--- config.mk ---
export PLATFORM = sky130hd
export DESIGN_NAME = rtyc_div_cell
export DESIGN_NICKNAME = d
export VERILOG_FILES = /design/src/sv/rtyc_pkg.sv /design/src/sv/rtyc_div_cell.sv
export SDC_FILE = /design/constraint.sdc
export NUM_CORES = 1
export LEC_CHECK = 0
export BUFFER_PORTS_ARGS = -buffer_cell sky130_fd_sc_hd__buf_2
export CAP_MARGIN = 20
export CORE_MARGIN = 10
export CORE_UTILIZATION = 49
export DETAILED_ROUTE_END_ITERATION = 10
export PLACE_DENSITY = 0.9
export RECOVER_POWER = 100
export SLEW_MARGIN = 25
export SYNTH_ARGS = -nofsm -noshare
export SYNTH_HDL_FRONTEND = slang
export SYNTH_SLANG_ARGS = --single-unit
--- constraint.sdc ---
create_clock -name clk -period 6.4 [get_ports clk]
set_input_delay 0.64 -clock clk [delete_from_list [all_inputs] [get_ports clk]]
set_output_delay 0.64 -clock clk [all_outputs]
set_load 0.005 [all_outputs]
--- src/sv/rtyc_pkg.sv ---
// ----------------------------------------------------------------------------
// rtyc_pkg
// Shared widths, coefficients and pipeline types for the RGB to YPbPr core.
// ----------------------------------------------------------------------------
package rtyc_pkg;

  localparam int SAMPLE_W  = 16;
  localparam int OUT_W     = 16;
  localparam int PROD_W    = 32;
  localparam int MAG_W     = 32;
  localparam int REM_W     = 33;
  localparam int DIV_W     = SAMPLE_W + 1;
  localparam int QUO_BITS  = 16;
  localparam int NUM_LANES = 3;

  // Lane order of the three results.
  localparam int LANE_Y  = 0;
  localparam int LANE_PB = 1;
  localparam int LANE_PR = 2;

  // Registers from an accepted request to its result strobe: input register,
  // three weighting stages, one cell per quotient bit, output register.
  localparam int PIPE_DEPTH = QUO_BITS + 5;

  // BT.601 weights in Q0.16; each row sums to 65536 (Y) or 0 (Pb, Pr).
  localparam logic [SAMPLE_W-1:0] Y_R_COEF  = 16'd19595;
  localparam logic [SAMPLE_W-1:0] Y_G_COEF  = 16'd38470;
  localparam logic [SAMPLE_W-1:0] Y_B_COEF  = 16'd7471;
  localparam logic [SAMPLE_W-1:0] PB_R_COEF = 16'd11058;
  localparam logic [SAMPLE_W-1:0] PB_G_COEF = 16'd21710;
  localparam logic [SAMPLE_W-1:0] PR_G_COEF = 16'd27439;
  localparam logic [SAMPLE_W-1:0] PR_B_COEF = 16'd5329;

  // Saturation limits: 1.0 for luma, 0.5 for the color differences.
  localparam logic [QUO_BITS-1:0] LUMA_LIMIT = 16'd32768;
  localparam logic [QUO_BITS-1:0] DIFF_LIMIT = 16'd16384;

  localparam logic [SAMPLE_W-1:0] MAX_VALUE_RESET = 16'd255;

  typedef struct packed {
    logic                neg;
    logic                ovf;
    logic [REM_W-1:0]    rem;
    logic [QUO_BITS-1:0] quo;
  } lane_t;

  typedef struct packed {
    logic [DIV_W-1:0]            div;
    lane_t [NUM_LANES-1:0]       lane;
  } cell_bus_t;

endpackage

--- src/sv/rtyc_div_cell.sv ---
// ----------------------------------------------------------------------------
// rtyc_div_cell
// One restoring-division step: resolves one quotient bit on each lane.
// ----------------------------------------------------------------------------
module rtyc_div_cell (
  input  logic                clk,
  input  logic                rst_n,
  input  logic                in_valid,
  input  rtyc_pkg::cell_bus_t in_bus,
  output logic                out_valid,
  output rtyc_pkg::cell_bus_t out_bus
);

  logic                       valid_r;
  rtyc_pkg::cell_bus_t        bus_r, bus_nxt;
  logic [rtyc_pkg::REM_W-1:0] trial;
  logic [rtyc_pkg::REM_W-1:0] diff [rtyc_pkg::NUM_LANES];
  logic                       take [rtyc_pkg::NUM_LANES];

  always_comb begin
    bus_nxt = in_bus;
    trial   = {1'b0, in_bus.div, 15'b0};
    for (int i = 0; i < rtyc_pkg::NUM_LANES; i++) begin
      take[i] = in_bus.lane[i].rem >= trial;
      diff[i] = take[i] ? in_bus.lane[i].rem - trial : in_bus.lane[i].rem;
      // advance the remainder one bit against the fixed trial divisor
      bus_nxt.lane[i].rem = {diff[i][rtyc_pkg::REM_W-2:0], 1'b0};
      bus_nxt.lane[i].quo = {in_bus.lane[i].quo[rtyc_pkg::QUO_BITS-2:0], take[i]};
    end
  end

  always_ff @(posedge clk) begin
    if (!rst_n) begin
      valid_r <= 1'b0;
    end else begin
      valid_r <= in_valid;
    end
  end

  always_ff @(posedge clk) begin
    bus_r <= bus_nxt;
  end

  assign out_valid = valid_r;
  assign out_bus   = bus_r;

endmodule

After elaboration in Yosys (flattened, before gate mapping) --
Index checks and enable logic that the tools add are counted.
Word-level totals: flip-flop bits (word level) 168, bits in latches 0, bits in writable memories 0, ROM bits 0, logic and storage cells 23, memories 0
Cells by class: add/subtract/negate cells 3, multipliers 0, div/mod/pow operators 0, $lt $le $gt $ge 3, equality and inequality tests 0, shifts and indexed selects 0, mux-type cells 3, bitwise gates (word level) 0, reductions and logical operators 0
Operators by type and width (number):
- $ge A33 B32 Y1 | 3
- $mux W32 | 3
- $sub A32 B32 Y32 | 3

Logic depth before layout (Yosys ltp) --
depth after elaboration 2, gate-level depth with buffers 12, gate-level depth less buffers 10

Worst setup path before layout --
OpenSTA, ideal clock, no wires.
kind input to register, start point input port in_bus[82] (netlist name), end point register bus_r, in the netlist out_bus[87], library setup time 0.121 ns, arrival time 2.696 ns, required time 6.279 ns, setup slack 3.583 ns, stages on the path 10, buffers on the path 1, path through inv_1 > ha_1 > fa_1 > nor2b_1 > o31a_1 > o31a_2 > o211ai_4 > o41ai_2 > buf_6 > mux2_4
RTL lines:
- start: declaration | RTL line rtyc_div_cell.sv:9 | input rtyc_pkg::cell_bus_t in_bus,
- end signal: assignment | RTL line rtyc_div_cell.sv:41 | bus_r <= bus_nxt;
- end: declaration | RTL line rtyc_div_cell.sv:15 | rtyc_pkg::cell_bus_t bus_r, bus_nxt;

==> results.sh <==
export IMPL_endpoint_kind="register"
export IMPL_fmax_mhz=227.8
export IMPL_critical_path_slowest_cell="o41ai_1"
export IMPL_arrival_ns=4.69
export IMPL_grt_pass1_vias=6236
export IMPL_cts_root_buffer="clkbuf_16"
export IMPL_path_clk_slew_ns=0.07
export IMPL_drc_errors=0
export IMPL_worst_setup_path_start_kind="input pin"
export IMPL_wirelength_mm=23.61
export IMPL_slew_headroom_pct=-29.50
export IMPL_cp_depth=10
export IMPL_synth_flop_cell="dfxtp_1"
export IMPL_die_h_um=137.9
export IMPL_mostFrequentLayoutCell="clkbuf_1"
export IMPL_fin_util_pct=64.73
export IMPL_netlist_instances=635
export IMPL_placedCellCount=1143
export IMPL_die_area_um2=19020
export IMPL_layout_cells_non_filler=1181
export IMPL_yosys_warnings=0
export IMPL_tightestPinTransition_ns=1.917
export IMPL_critPathKind="input pin to register"
export IMPL_portBuffers=337
export IMPL_yosysUniqueCellTypes=79
export IMPL_hold_viol=0
export IMPL_nets=1209
export IMPL_status="finished, violations left"
export IMPL_gr_usage_all_layers_pct=23.32
export IMPL_maxCapViolCount=1
export IMPL_start_util_pct=49.47
export IMPL_startpoint="in_bus[153]"
export IMPL_leakage_nw=3.955
export IMPL_gp_congestion=0.9012
export IMPL_avgSynthCellArea_um2=10.73
export IMPL_netlist_area_um2=6814
export IMPL_numCtsBuffers=17
export IMPL_cts_hold_buf=0
export IMPL_cts_tree="done"
export IMPL_post_cts_resized=0
export IMPL_die_x_um=137.9
export IMPL_synth_seq_cells=168
export IMPL_clock_sinks=168
export IMPL_wire_per_inst_um=19.99
export IMPL_std_cell_rows=43
export IMPL_crit_chain="clkbuf_1 > ha_1 > fa_1 > nor2b_1 > o31a_1 > o31a_2 > o211ai_1 > o41ai_1 > buf_4 > mux2_1"
export IMPL_synth_edff_count=0
export IMPL_ant_nets=0
export IMPL_io_pins=344
export IMPL_holdWs_ns=0.3166
export IMPL_core_area_um2=13770
export IMPL_ys_top_cells_by_area="dfxtp_1, ha_1, xnor2_1"
export IMPL_num_vias=6124
export IMPL_grt_overflow=0
export IMPL_failed_checks="capacitance limit, slew limit"
export IMPL_yosysSeqAreaShare_pct=49.36
export IMPL_finalSetupTns_ns=0
export IMPL_avgViaCountPerCell=5.185
export IMPL_layout_drive_gt1_share_pct=20.80
export IMPL_grt_max_degree=26
export IMPL_cp_top_family="compound AO/OA/AOI/OAI gates"
export IMPL_critPathRequiredTime_ns=6.71
export IMPL_path_buf_inv=2
export IMPL_syn_to_final_growth_pct=30.85
export IMPL_postSynth_asyncResetShare_pct=0
export IMPL_period_share_pct=68.58
export IMPL_worstSetupEndpoint="out_bus[87]"
export IMPL_firstDrtPassIters=5
export IMPL_drt_iter0_markers=275
export IMPL_antenna_found_initial=7
export IMPL_power_density_nw_per_um2=304.2
export IMPL_dp_final_hpwl_mm=19.35
export IMPL_mostFrequentLayoutCells="clkbuf_1, dfxtp_1, buf_2, ha_1, nand2_1"
export IMPL_synth_top_cell_area_share_pct=49.36
export IMPL_synth_top_area_cell="dfxtp_1"
export IMPL_max_stage_delay_ns=1.61
export IMPL_vdd_ir_drop_max_mv=0.1753
export IMPL_critPathMaxFanout=21
export IMPL_setup_viol=0
export IMPL_rsz0062_at_grt="no"
export IMPL_postCtsSetupBuffers=0
export IMPL_finalMaxSlewViolations=11
export IMPL_cts_max_level=4
export IMPL_cts_path_max_buffers=2
export IMPL_hp_class="input pin to register"
export IMPL_grt_pass1_wl_mm=33.55
export IMPL_min_period_ns=4.389
[worst min-delay path by stage]
stage | cells past startpoint | start | slack, ns | end
floorplan | 0 | in_bus[100] | 0.67 | out_bus[100]
global placement | 1 | in_bus[14] | 0.74 | out_bus[15]
detailed placement | 1 | in_bus[51] | 0.74 | out_bus[52]
CTS | 1 | in_bus[59] | 0.30 | out_bus[60]
global route | 1 | in_bus[11] | 0.30 | out_bus[12]
finish | 1 | in_bus[50] | 0.32 | out_bus[50]
[report_power, final]
part	switching (mW)	total, mW	internal [mW]	leakage, nW
registers	0.0268	1.18	1.15	1.42
clock network	0.468	1.00	0.533	0.286
logic	0.300	0.533	0.233	2.25
[flip-flops by register name (all words and copies together), names as in the netlist]
register,count
out_bus,167
out_valid,1
[cell families (layout without fill, tap and decap cells)]
kind of cell	after synthesis	after routing	share of synthesized area, %
buf+inv	46	404	3.305
xor+xnor	35	35	4.499
flops	168	168	49.36
simple gates	156	156	11.64
fa+ha+maj	54	54	10.25
mux	26	26	4.792
compound gates	149	149	16.10
other cells	1	9	0.05503
[through the flow]
stage                     instance area, um^2  total power, mW  worst slack (ns)
after floorplan                          6822            1.531             3.583
after global placement                   8666            1.761             2.819
after detailed placement                 8666            1.780             2.732
after CTS                                9249            2.780             3.178
after global routing                     8914            2.831             1.770
final                                    8916            2.713             2.011
[synthesized netlist by cell type, drive strengths merged (3+ instances only)]
library cell / instances
a211o: 3
a211oi: 6
a21o: 12
a21oi: 43
a31oi: 6
and2: 3
and3: 3
buf: 11
dfxtp: 168
fa: 3
ha: 51
inv: 33
mux2: 23
mux2i: 3
nand2: 43
nand2b: 6
nand3: 8
nand4: 6
nor2: 41
nor2b: 10
nor3: 9
nor3b: 4
nor4: 9
o211ai: 3
o21a: 12
o21ai: 33
o21bai: 3
o22ai: 3
o31a: 4
or4: 4
xnor2: 20
xor2: 15
[final cells by class]
class                   instances  area, um^2
multi-input cells             423        3157
well taps                     180       225.2
clock buffers                  18       439.2
fillers                      1230        4857
repair buffers                339        1449
inverters                      33       123.9
diodes                          6       15.01
flip-flops and latches        168        3363
clock inverters                14       143.9
[per-layer routing]
| layer | vias up | routed length (um) | global-route usage, % |
|---|---|---|---|
| met5 | - | 7 | 0 |
| met4 | 2 | 827 | 10.60 |
| met2 | 279 | 12200 | 42.82 |
| met3 | 46 | 2443 | 9.058 |
| met1 | 2830 | 8128 | 22.45 |
| li1 | 2967 | - | - |
Note: power is estimated with default switching activity, not from simulation.
