$ cat config.mk
export PLATFORM = sky130hd
export DESIGN_NAME = rtyc_weigh
export DESIGN_NICKNAME = d
export VERILOG_FILES = /design/src/sv/rtyc_pkg.sv /design/src/sv/rtyc_weigh.sv
export SDC_FILE = /design/constraint.sdc
export NUM_CORES = 2
export LEC_CHECK = 0
export BUFFER_PORTS_ARGS = -buffer_cell sky130_fd_sc_hd__buf_4
export CAP_MARGIN = 10
export CORE_MARGIN = 5
export CORE_UTILIZATION = 25
export DETAILED_ROUTE_END_ITERATION = 6
export GPL_TIMING_DRIVEN = 0
export HOLD_SLACK_MARGIN = 0.08
export MAX_ROUTING_LAYER = met4
export SETUP_SLACK_MARGIN = 0.4
export SLEW_MARGIN = 5
export SYNTH_ARGS = -nofsm -noshare
export SYNTH_HDL_FRONTEND = slang
export SYNTH_SLANG_ARGS = --single-unit
$ cat constraint.sdc
create_clock -name clk -period 14.17 [get_ports clk]
set_input_delay 1.417 -clock clk [delete_from_list [all_inputs] [get_ports clk]]
set_output_delay 1.417 -clock clk [all_outputs]
set_load 0.01 [all_outputs]
$ cat src/sv/rtyc_pkg.sv
// ----------------------------------------------------------------------------
// rtyc_pkg
// Shared widths, coefficients and pipeline types for the RGB to YPbPr core.
// ----------------------------------------------------------------------------
package rtyc_pkg;

  localparam int SAMPLE_W  = 16;
  localparam int OUT_W     = 16;
  localparam int PROD_W    = 32;
  localparam int MAG_W     = 32;
  localparam int REM_W     = 33;
  localparam int DIV_W     = SAMPLE_W + 1;
  localparam int QUO_BITS  = 16;
  localparam int NUM_LANES = 3;

  // Lane order of the three results.
  localparam int LANE_Y  = 0;
  localparam int LANE_PB = 1;
  localparam int LANE_PR = 2;

  // Registers from an accepted request to its result strobe: input register,
  // three weighting stages, one cell per quotient bit, output register.
  localparam int PIPE_DEPTH = QUO_BITS + 5;

  // BT.601 weights in Q0.16; each row sums to 65536 (Y) or 0 (Pb, Pr).
  localparam logic [SAMPLE_W-1:0] Y_R_COEF  = 16'd19595;
  localparam logic [SAMPLE_W-1:0] Y_G_COEF  = 16'd38470;
  localparam logic [SAMPLE_W-1:0] Y_B_COEF  = 16'd7471;
  localparam logic [SAMPLE_W-1:0] PB_R_COEF = 16'd11058;
  localparam logic [SAMPLE_W-1:0] PB_G_COEF = 16'd21710;
  localparam logic [SAMPLE_W-1:0] PR_G_COEF = 16'd27439;
  localparam logic [SAMPLE_W-1:0] PR_B_COEF = 16'd5329;

  // Saturation limits: 1.0 for luma, 0.5 for the color differences.
  localparam logic [QUO_BITS-1:0] LUMA_LIMIT = 16'd32768;
  localparam logic [QUO_BITS-1:0] DIFF_LIMIT = 16'd16384;

  localparam logic [SAMPLE_W-1:0] MAX_VALUE_RESET = 16'd255;

  typedef struct packed {
    logic                neg;
    logic                ovf;
    logic [REM_W-1:0]    rem;
    logic [QUO_BITS-1:0] quo;
  } lane_t;

  typedef struct packed {
    logic [DIV_W-1:0]            div;
    lane_t [NUM_LANES-1:0]       lane;
  } cell_bus_t;

endpackage

$ cat src/sv/rtyc_weigh.sv
// ----------------------------------------------------------------------------
// rtyc_weigh
// Weighted sums, sign and magnitude, and divider setup in three stages.
// ----------------------------------------------------------------------------
module rtyc_weigh (
  input  logic                          clk,
  input  logic                          rst_n,
  input  logic                          in_valid,
  input  logic [rtyc_pkg::SAMPLE_W-1:0] red,
  input  logic [rtyc_pkg::SAMPLE_W-1:0] green,
  input  logic [rtyc_pkg::SAMPLE_W-1:0] blue,
  input  logic [rtyc_pkg::SAMPLE_W-1:0] max_val,
  output logic                          out_valid,
  output rtyc_pkg::cell_bus_t           out_bus
);

  // Stage 1: constant products
  logic                          s1_valid_r;
  logic [rtyc_pkg::SAMPLE_W-1:0] s1_max_r;
  logic [rtyc_pkg::PROD_W-1:0]   y_r_r, y_g_r, y_b_r;
  logic [rtyc_pkg::PROD_W-1:0]   pb_r_r, pb_g_r, pr_g_r, pr_b_r;
  logic [rtyc_pkg::PROD_W-1:0]   pb_pos_r, pr_pos_r;

  // Stage 2: sums
  logic                          s2_valid_r;
  logic [rtyc_pkg::SAMPLE_W-1:0] s2_max_r;
  logic [rtyc_pkg::PROD_W-1:0]   y_sum_r;
  logic signed [rtyc_pkg::REM_W-1:0] pb_diff_r, pr_diff_r;

  // Stage 3: magnitude plus rounding term, overflow check
  logic                       s3_valid_r;
  rtyc_pkg::cell_bus_t        s3_bus_r, s3_bus_nxt;

  logic signed [rtyc_pkg::REM_W-1:0] diff [rtyc_pkg::NUM_LANES];
  logic [rtyc_pkg::MAG_W-1:0]        mag  [rtyc_pkg::NUM_LANES];
  logic [rtyc_pkg::DIV_W-1:0]        div;
  logic [rtyc_pkg::REM_W-1:0]        ovf_bound;

  always_ff @(posedge clk) begin
    if (!rst_n) begin
      s1_valid_r <= 1'b0;
      s2_valid_r <= 1'b0;
      s3_valid_r <= 1'b0;
    end else begin
      s1_valid_r <= in_valid;
      s2_valid_r <= s1_valid_r;
      s3_valid_r <= s2_valid_r;
    end
  end

  always_ff @(posedge clk) begin
    s1_max_r <= max_val;
    y_r_r    <= 32'(rtyc_pkg::Y_R_COEF)  * 32'(red);
    y_g_r    <= 32'(rtyc_pkg::Y_G_COEF)  * 32'(green);
    y_b_r    <= 32'(rtyc_pkg::Y_B_COEF)  * 32'(blue);
    pb_r_r   <= 32'(rtyc_pkg::PB_R_COEF) * 32'(red);
    pb_g_r   <= 32'(rtyc_pkg::PB_G_COEF) * 32'(green);
    pr_g_r   <= 32'(rtyc_pkg::PR_G_COEF) * 32'(green);
    pr_b_r   <= 32'(rtyc_pkg::PR_B_COEF) * 32'(blue);
    pb_pos_r <= {1'b0, blue, 15'b0};
    pr_pos_r <= {1'b0, red, 15'b0};

    s2_max_r  <= s1_max_r;
    y_sum_r   <= y_r_r + y_g_r + y_b_r;
    pb_diff_r <= $signed({1'b0, pb_pos_r}) - $signed({1'b0, pb_r_r + pb_g_r});
    pr_diff_r <= $signed({1'b0, pr_pos_r}) - $signed({1'b0, pr_g_r + pr_b_r});

    s3_bus_r <= s3_bus_nxt;
  end

  always_comb begin
    diff[rtyc_pkg::LANE_Y]  = $signed({1'b0, y_sum_r});
    diff[rtyc_pkg::LANE_PB] = pb_diff_r;
    diff[rtyc_pkg::LANE_PR] = pr_diff_r;
    div        = {s2_max_r, 1'b0};
    ovf_bound  = {div, 16'b0};
    s3_bus_nxt = '0;
    s3_bus_nxt.div = div;
    for (int i = 0; i < rtyc_pkg::NUM_LANES; i++) begin
      mag[i] = diff[i][rtyc_pkg::REM_W-1] ? 32'(-diff[i]) : 32'(diff[i]);
      s3_bus_nxt.lane[i].neg = diff[i][rtyc_pkg::REM_W-1];
      // (mag + m) / (2m) is the rounded quotient
      s3_bus_nxt.lane[i].rem = {1'b0, mag[i]} + 33'(s2_max_r);
      s3_bus_nxt.lane[i].ovf = s3_bus_nxt.lane[i].rem >= ovf_bound;
      s3_bus_nxt.lane[i].quo = '0;
    end
  end

  assign out_valid = s3_valid_r;
  assign out_bus   = s3_bus_r;

endmodule

Yosys cells after proc, flatten, opt, wreduce, memory -nomap -nowiden
Index checks and enable logic that the tools add are counted.

operators by class
  muxes and demuxes = 2
  add/sub/neg operators = 11
  magnitude comparators = 3
  multipliers = 7

operators with widths
  operator                                                               number
  32-bit by 16-bit adder with 33-bit output                              3
  33-bit greater-or-equal comparator                                     3
  15-bit by 16-bit multiplier with 31-bit output (first input constant)  3
  13-bit by 16-bit multiplier with 29-bit output (first input constant)  3
  31-bit by 32-bit subtractor with 33-bit output                         2
  32-bit two-way mux                                                     2
  32-bit negator                                                         2
  30-bit by 31-bit adder with 32-bit output                              1
  31-bit by 29-bit adder with 32-bit output                              1
  31-bit by 32-bit adder with 32-bit output                              1
  32-bit by 29-bit adder with 32-bit output                              1
  14-bit by 16-bit multiplier with 30-bit output (first input constant)  1

word-level totals
  input bits = 67
  logic and storage cells = 49
  output and inout port bits = 171
  register bits after elaboration = 495

Logic depth before layout (Yosys ltp)
  depth after elaboration = 4
  mapped depth = 28

Least setup slack after synthesis
No wires, ideal clock.

  path kind = input to register
  start point = input green[11] (netlist name)
  end point = register pr_g_r[30] (netlist name)
  cell stages on the path = 21
  setup slack = 7.404 ns
  data required time = 14.098 ns
  data arrival time = 6.694 ns
  buffers on the path = 0
  cells stage by stage = inv_1 -> fa_1 -> fa_1 -> inv_1 -> ha_1 -> fa_1 -> inv_1 -> fa_1 -> fa_1 -> inv_1 -> ha_1 -> a21o_1 -> a221oi_1 -> nor2b_1 -> o21a_1 -> a31oi_1 -> a21oi_1 -> a221o_1 -> a211o_1 -> a21oi_1 -> xnor2_1

between the ends
  word-level cells in the longest chain between the ends = 1

RTL lines
  element                                         line              text
  start: declaration                              rtyc_weigh.sv:10  input logic [rtyc_pkg::SAMPLE_W-1:0] green,
  15-bit by 16-bit multiplier with 31-bit output  rtyc_weigh.sv:58  pr_g_r <= 32'(rtyc_pkg::PR_G_COEF) * 32'(green);
  end signal: assignment                          rtyc_weigh.sv:58
  end: declaration                                rtyc_weigh.sv:21  logic [rtyc_pkg::PROD_W-1:0] pb_r_r, pb_g_r, pr_g_r, pr_b_r;

No other way between the ends.
A chain may end at the register's enable or synchronous reset.

==> run summary <==
The clock tree synthesis step divided the H-tree into 2 levels. The final layout net count came out at 6699. The buffer and inverter count on the worst path came out at 4.

The layout overhead on the synthesized area came out at 14.0%. The pin count of the biggest net entering global routing is 18. TritonCTS built the clock tree. The final critical-path required period came out at 8.28 ns. The initial antenna violation count is 6. In the layout the commonest cells are sky130_fd_sc_hd__inv_1 (979), sky130_fd_sc_hd__ha_1 (916), sky130_fd_sc_hd__fa_1 (524). Counting the fill cells in the layout gives 20000.

Clock tree synthesis found a total of 479 sinks. The number of buffers created by CTS came out at 56. The area enclosed by the die boundary is 201000 sq um. The most used cell along the critical path is sky130_fd_sc_hd__clkbuf_1. The number of enable-type register cells in the synthesized netlist came out at 0. By area the synthesized netlist is led by sky130_fd_sc_hd__ha_1 (24%), sky130_fd_sc_hd__fa_1 (22%), sky130_fd_sc_hd__dfxtp_1 (20%).

The via count of the first global-routing pass came out at 35400. In the final routed layout, each cell accounts on average for 18.2 um. The number of max-slew violations in the final report is 0. The biggest cell delay along the critical path is 0.67 ns.

Port buffering added 187 buffers. The number of nets still failing antenna checks after routing came out at 0. The critical path data required time is 14.66 ns. The worst-skew pair later-pin latency came out at 0.67 ns. The number of hold violations in the final report came out at 0. STA classifies the critical path startpoint as a register. The max-cap check violation count is 0. The standard cell with the maximum stage delay on the critical path is sky130_fd_sc_hd__dfxtp_1. The cell count after synthesis is 4898.

After global routing the overflow that remains totals 0. The aggregate routed wire length came out at 141000 um. After clock tree synthesis, the repair step resized 0 gates.

In the final layout, the multi-input gates occupy 34600 sq um. The floorplan has 161 rows. The area share of the largest cell type after synthesis came out at 23.8%. The mapped netlist covers 48100 sq um. The initial DRC count came out at 1990. The post-route clock skew is 0.0739 ns. The first-pass GRT wire length came out at 214000 um. Summed over all nets, the half-perimeter wirelength after detailed placement is 124000 um. Measured against its own limit, the worst slew margin works out to 30.8%. The weighted congestion at the end of routability-driven global placement is 0.928. The vias after detailed routing is 34500. The transition time of the tightest slew-check pin came out at 1.02 ns. The leading register cell type out of synthesis is sky130_fd_sc_hd__dfxtp_1.

The final setup violation count came out at 0. For this design, the CTS-stage hold fixing added 0 buffers. The first detailed-routing pass took 6 iterations. The total global routing track utilization is 14.2%. The width of the chip is 449 um.

Of all nets on the critical path, the largest fanout is 10. The library cell used most frequently in the layout, excluding fill and tap cells, is sky130_fd_sc_hd__inv_1. The total number of cells along the worst setup path is 25.

Synthesis instantiated 90 different standard cells from the library. The worst register-to-register path begins at pr_diff_r[32]. The timing-limited maximum frequency came out at 121 MHz. The nature of the critical path endpoint is a register. The final routed DRC violation total came out at 0. The share of synthesized area occupied by flip-flops and latches came out at 19.9%. Setup repair after global routing left no endpoint under its margin. The final clock period utilization by the worst path is 58.4%.

The register clock-pin slew on the reported worst setup and hold paths came out at 0.06 ns. The path class of the tightest hold or removal check is register to register. The effective utilization at floorplan came out at 25.1%. In this run the post-CTS setup repair buffer count came out at 0. In this design, the largest share of critical-path delay is due to compound AO/OA/AOI/OAI gates. The average vias per placed instance is 4.44. The endpoint identified for the worst register-to-register timing path is out_bus[151]. The post-route netlist has 7.33% of its cells at a drive strength greater than 1. The critical path ends at out_bus[151]. The area used by sequential logic in the layout came out at 9590 sq um. The proportion of register bits with asynchronous set or reset after synthesis is 0%. The vertical extent of the die is 449 um. The synthesis-stage register bit count is 479. The number of warnings printed during yosys synthesis came out at 0. The critical path arrival came out at 8.78 ns.

For this design the top-level I/O count stands at 238. The biggest area contributor in the post-synthesis netlist is sky130_fd_sc_hd__ha_1. The average cell area after synthesis is 9.82 sq um.

The number of cells on the worst reg-to-reg path is 25. The worst setup path is of the register to register kind. The core region is 192000 sq um. In this run the worst setup path begins at pr_diff_r[32].

The utilization of the core after routing came out at 28.6%. The largest buffer count on any clock path is 3. The root buffer selected by CTS is sky130_fd_sc_hd__clkbuf_16. The run finished with clean final reports.

Adding up every negative setup slack in the final design gives 0 ns. For flop-to-flop paths, the worst setup slack is 5.89 ns.
==> worst min-delay path by stage <==
stage / from / depth (start not counted) / endpoint
4_1_cts: s1_max_r[6] / 0 / s2_max_r[6]
5_1_grt: s1_max_r[1] / 0 / s2_max_r[1]
6_report: s1_max_r[6] / 0 / s2_max_r[6]
2_1_floorplan: s1_max_r[0] / 0 / s2_max_r[0]
3_5_place_dp: s1_max_r[11] / 0 / s2_max_r[11]
3_3_place_gp: s1_max_r[11] / 0 / s2_max_r[11]
==> kinds of logic (layout without fill, tap and decap cells) <==
logic type      count (synthesis)  after routing  synth area share, %
compound gates                857            857                 11.7
xor+xnor                      382            382                 6.97
fa+ha+maj                    1440           1440                 45.6
buf+inv                      1051           1343                 8.61
flops                         479            479                 19.9
mux                             4              4               0.0858
other cells                     1             56              0.00780
simple gates                  684            684                 7.10
==> sequential cells by signal, summed over array words and instances, names as in the netlist <==
| signal | cells |
|---|---|
| y_b_r | 28 |
| out_bus | 119 |
| s1_max_r | 16 |
| pr_diff_r | 33 |
| s2_valid_r | 1 |
| y_r_r | 30 |
| pr_g_r | 31 |
| pr_b_r | 25 |
| y_sum_r | 32 |
| pb_g_r | 27 |
| pb_pos_r | 16 |
| s1_valid_r | 1 |
| pr_pos_r | 16 |
| s2_max_r | 16 |
| pb_r_r | 26 |
| out_valid | 1 |
| y_g_r | 29 |
| pb_diff_r | 32 |
==> Yosys cell counts, drive strengths merged (24+ instances only) <==
master and n:
nand4 24, a211oi 25, nor3 43, o21a 47, o21ai 154, a21oi 259, o31ai 30, nand2b 45
and3 37, dfxtp 479, xnor2 256, buf 53, nor2b 30, xor2 126, o21bai 38, ha 916
inv 979, fa 524, nand3 50, nand2 168, nor2 185, a21o 134, o41ai 25
==> stage by stage <==
stage	hold WS, ns	cell area (sq um)	instances	setup slack, ns
6_report	0.322	54800	7771	5.89
4_1_cts	0.324	54800	7765	5.86
5_1_grt	0.335	54800	7767	5.28
3_5_place_dp	0.312	52800	7660	5.84
3_3_place_gp	0.312	52800	7660	5.89
2_1_floorplan	0.310	48300	4947	7.40
==> area by class of cell <==
cell class / instances / share of cell area, %
Tap cell: 2526 / 5.76
Buffer: 72 / 0.849
Clock inverter: 35 / 0.842
Multi-Input combinational cell: 3417 / 63.0
Timing Repair Buffer: 187 / 2.56
Inverter: 979 / 6.70
Clock buffer: 70 / 2.76
Sequential cell: 479 / 17.5
Antenna cell: 6 / 0.0274
==> routing by layer <==
metal	up-vias	wire length [um]	GRT usage, %
li1	16700	-	-
met1	16800	64000	18.4
met2	816	65300	23.2
met3	165	6790	1.94
met4	0	5080	4.47
met5	-	0	-
Power is not shown: default switching activity piles up to over one toggle a cycle in this logic, so the estimate is an artifact.
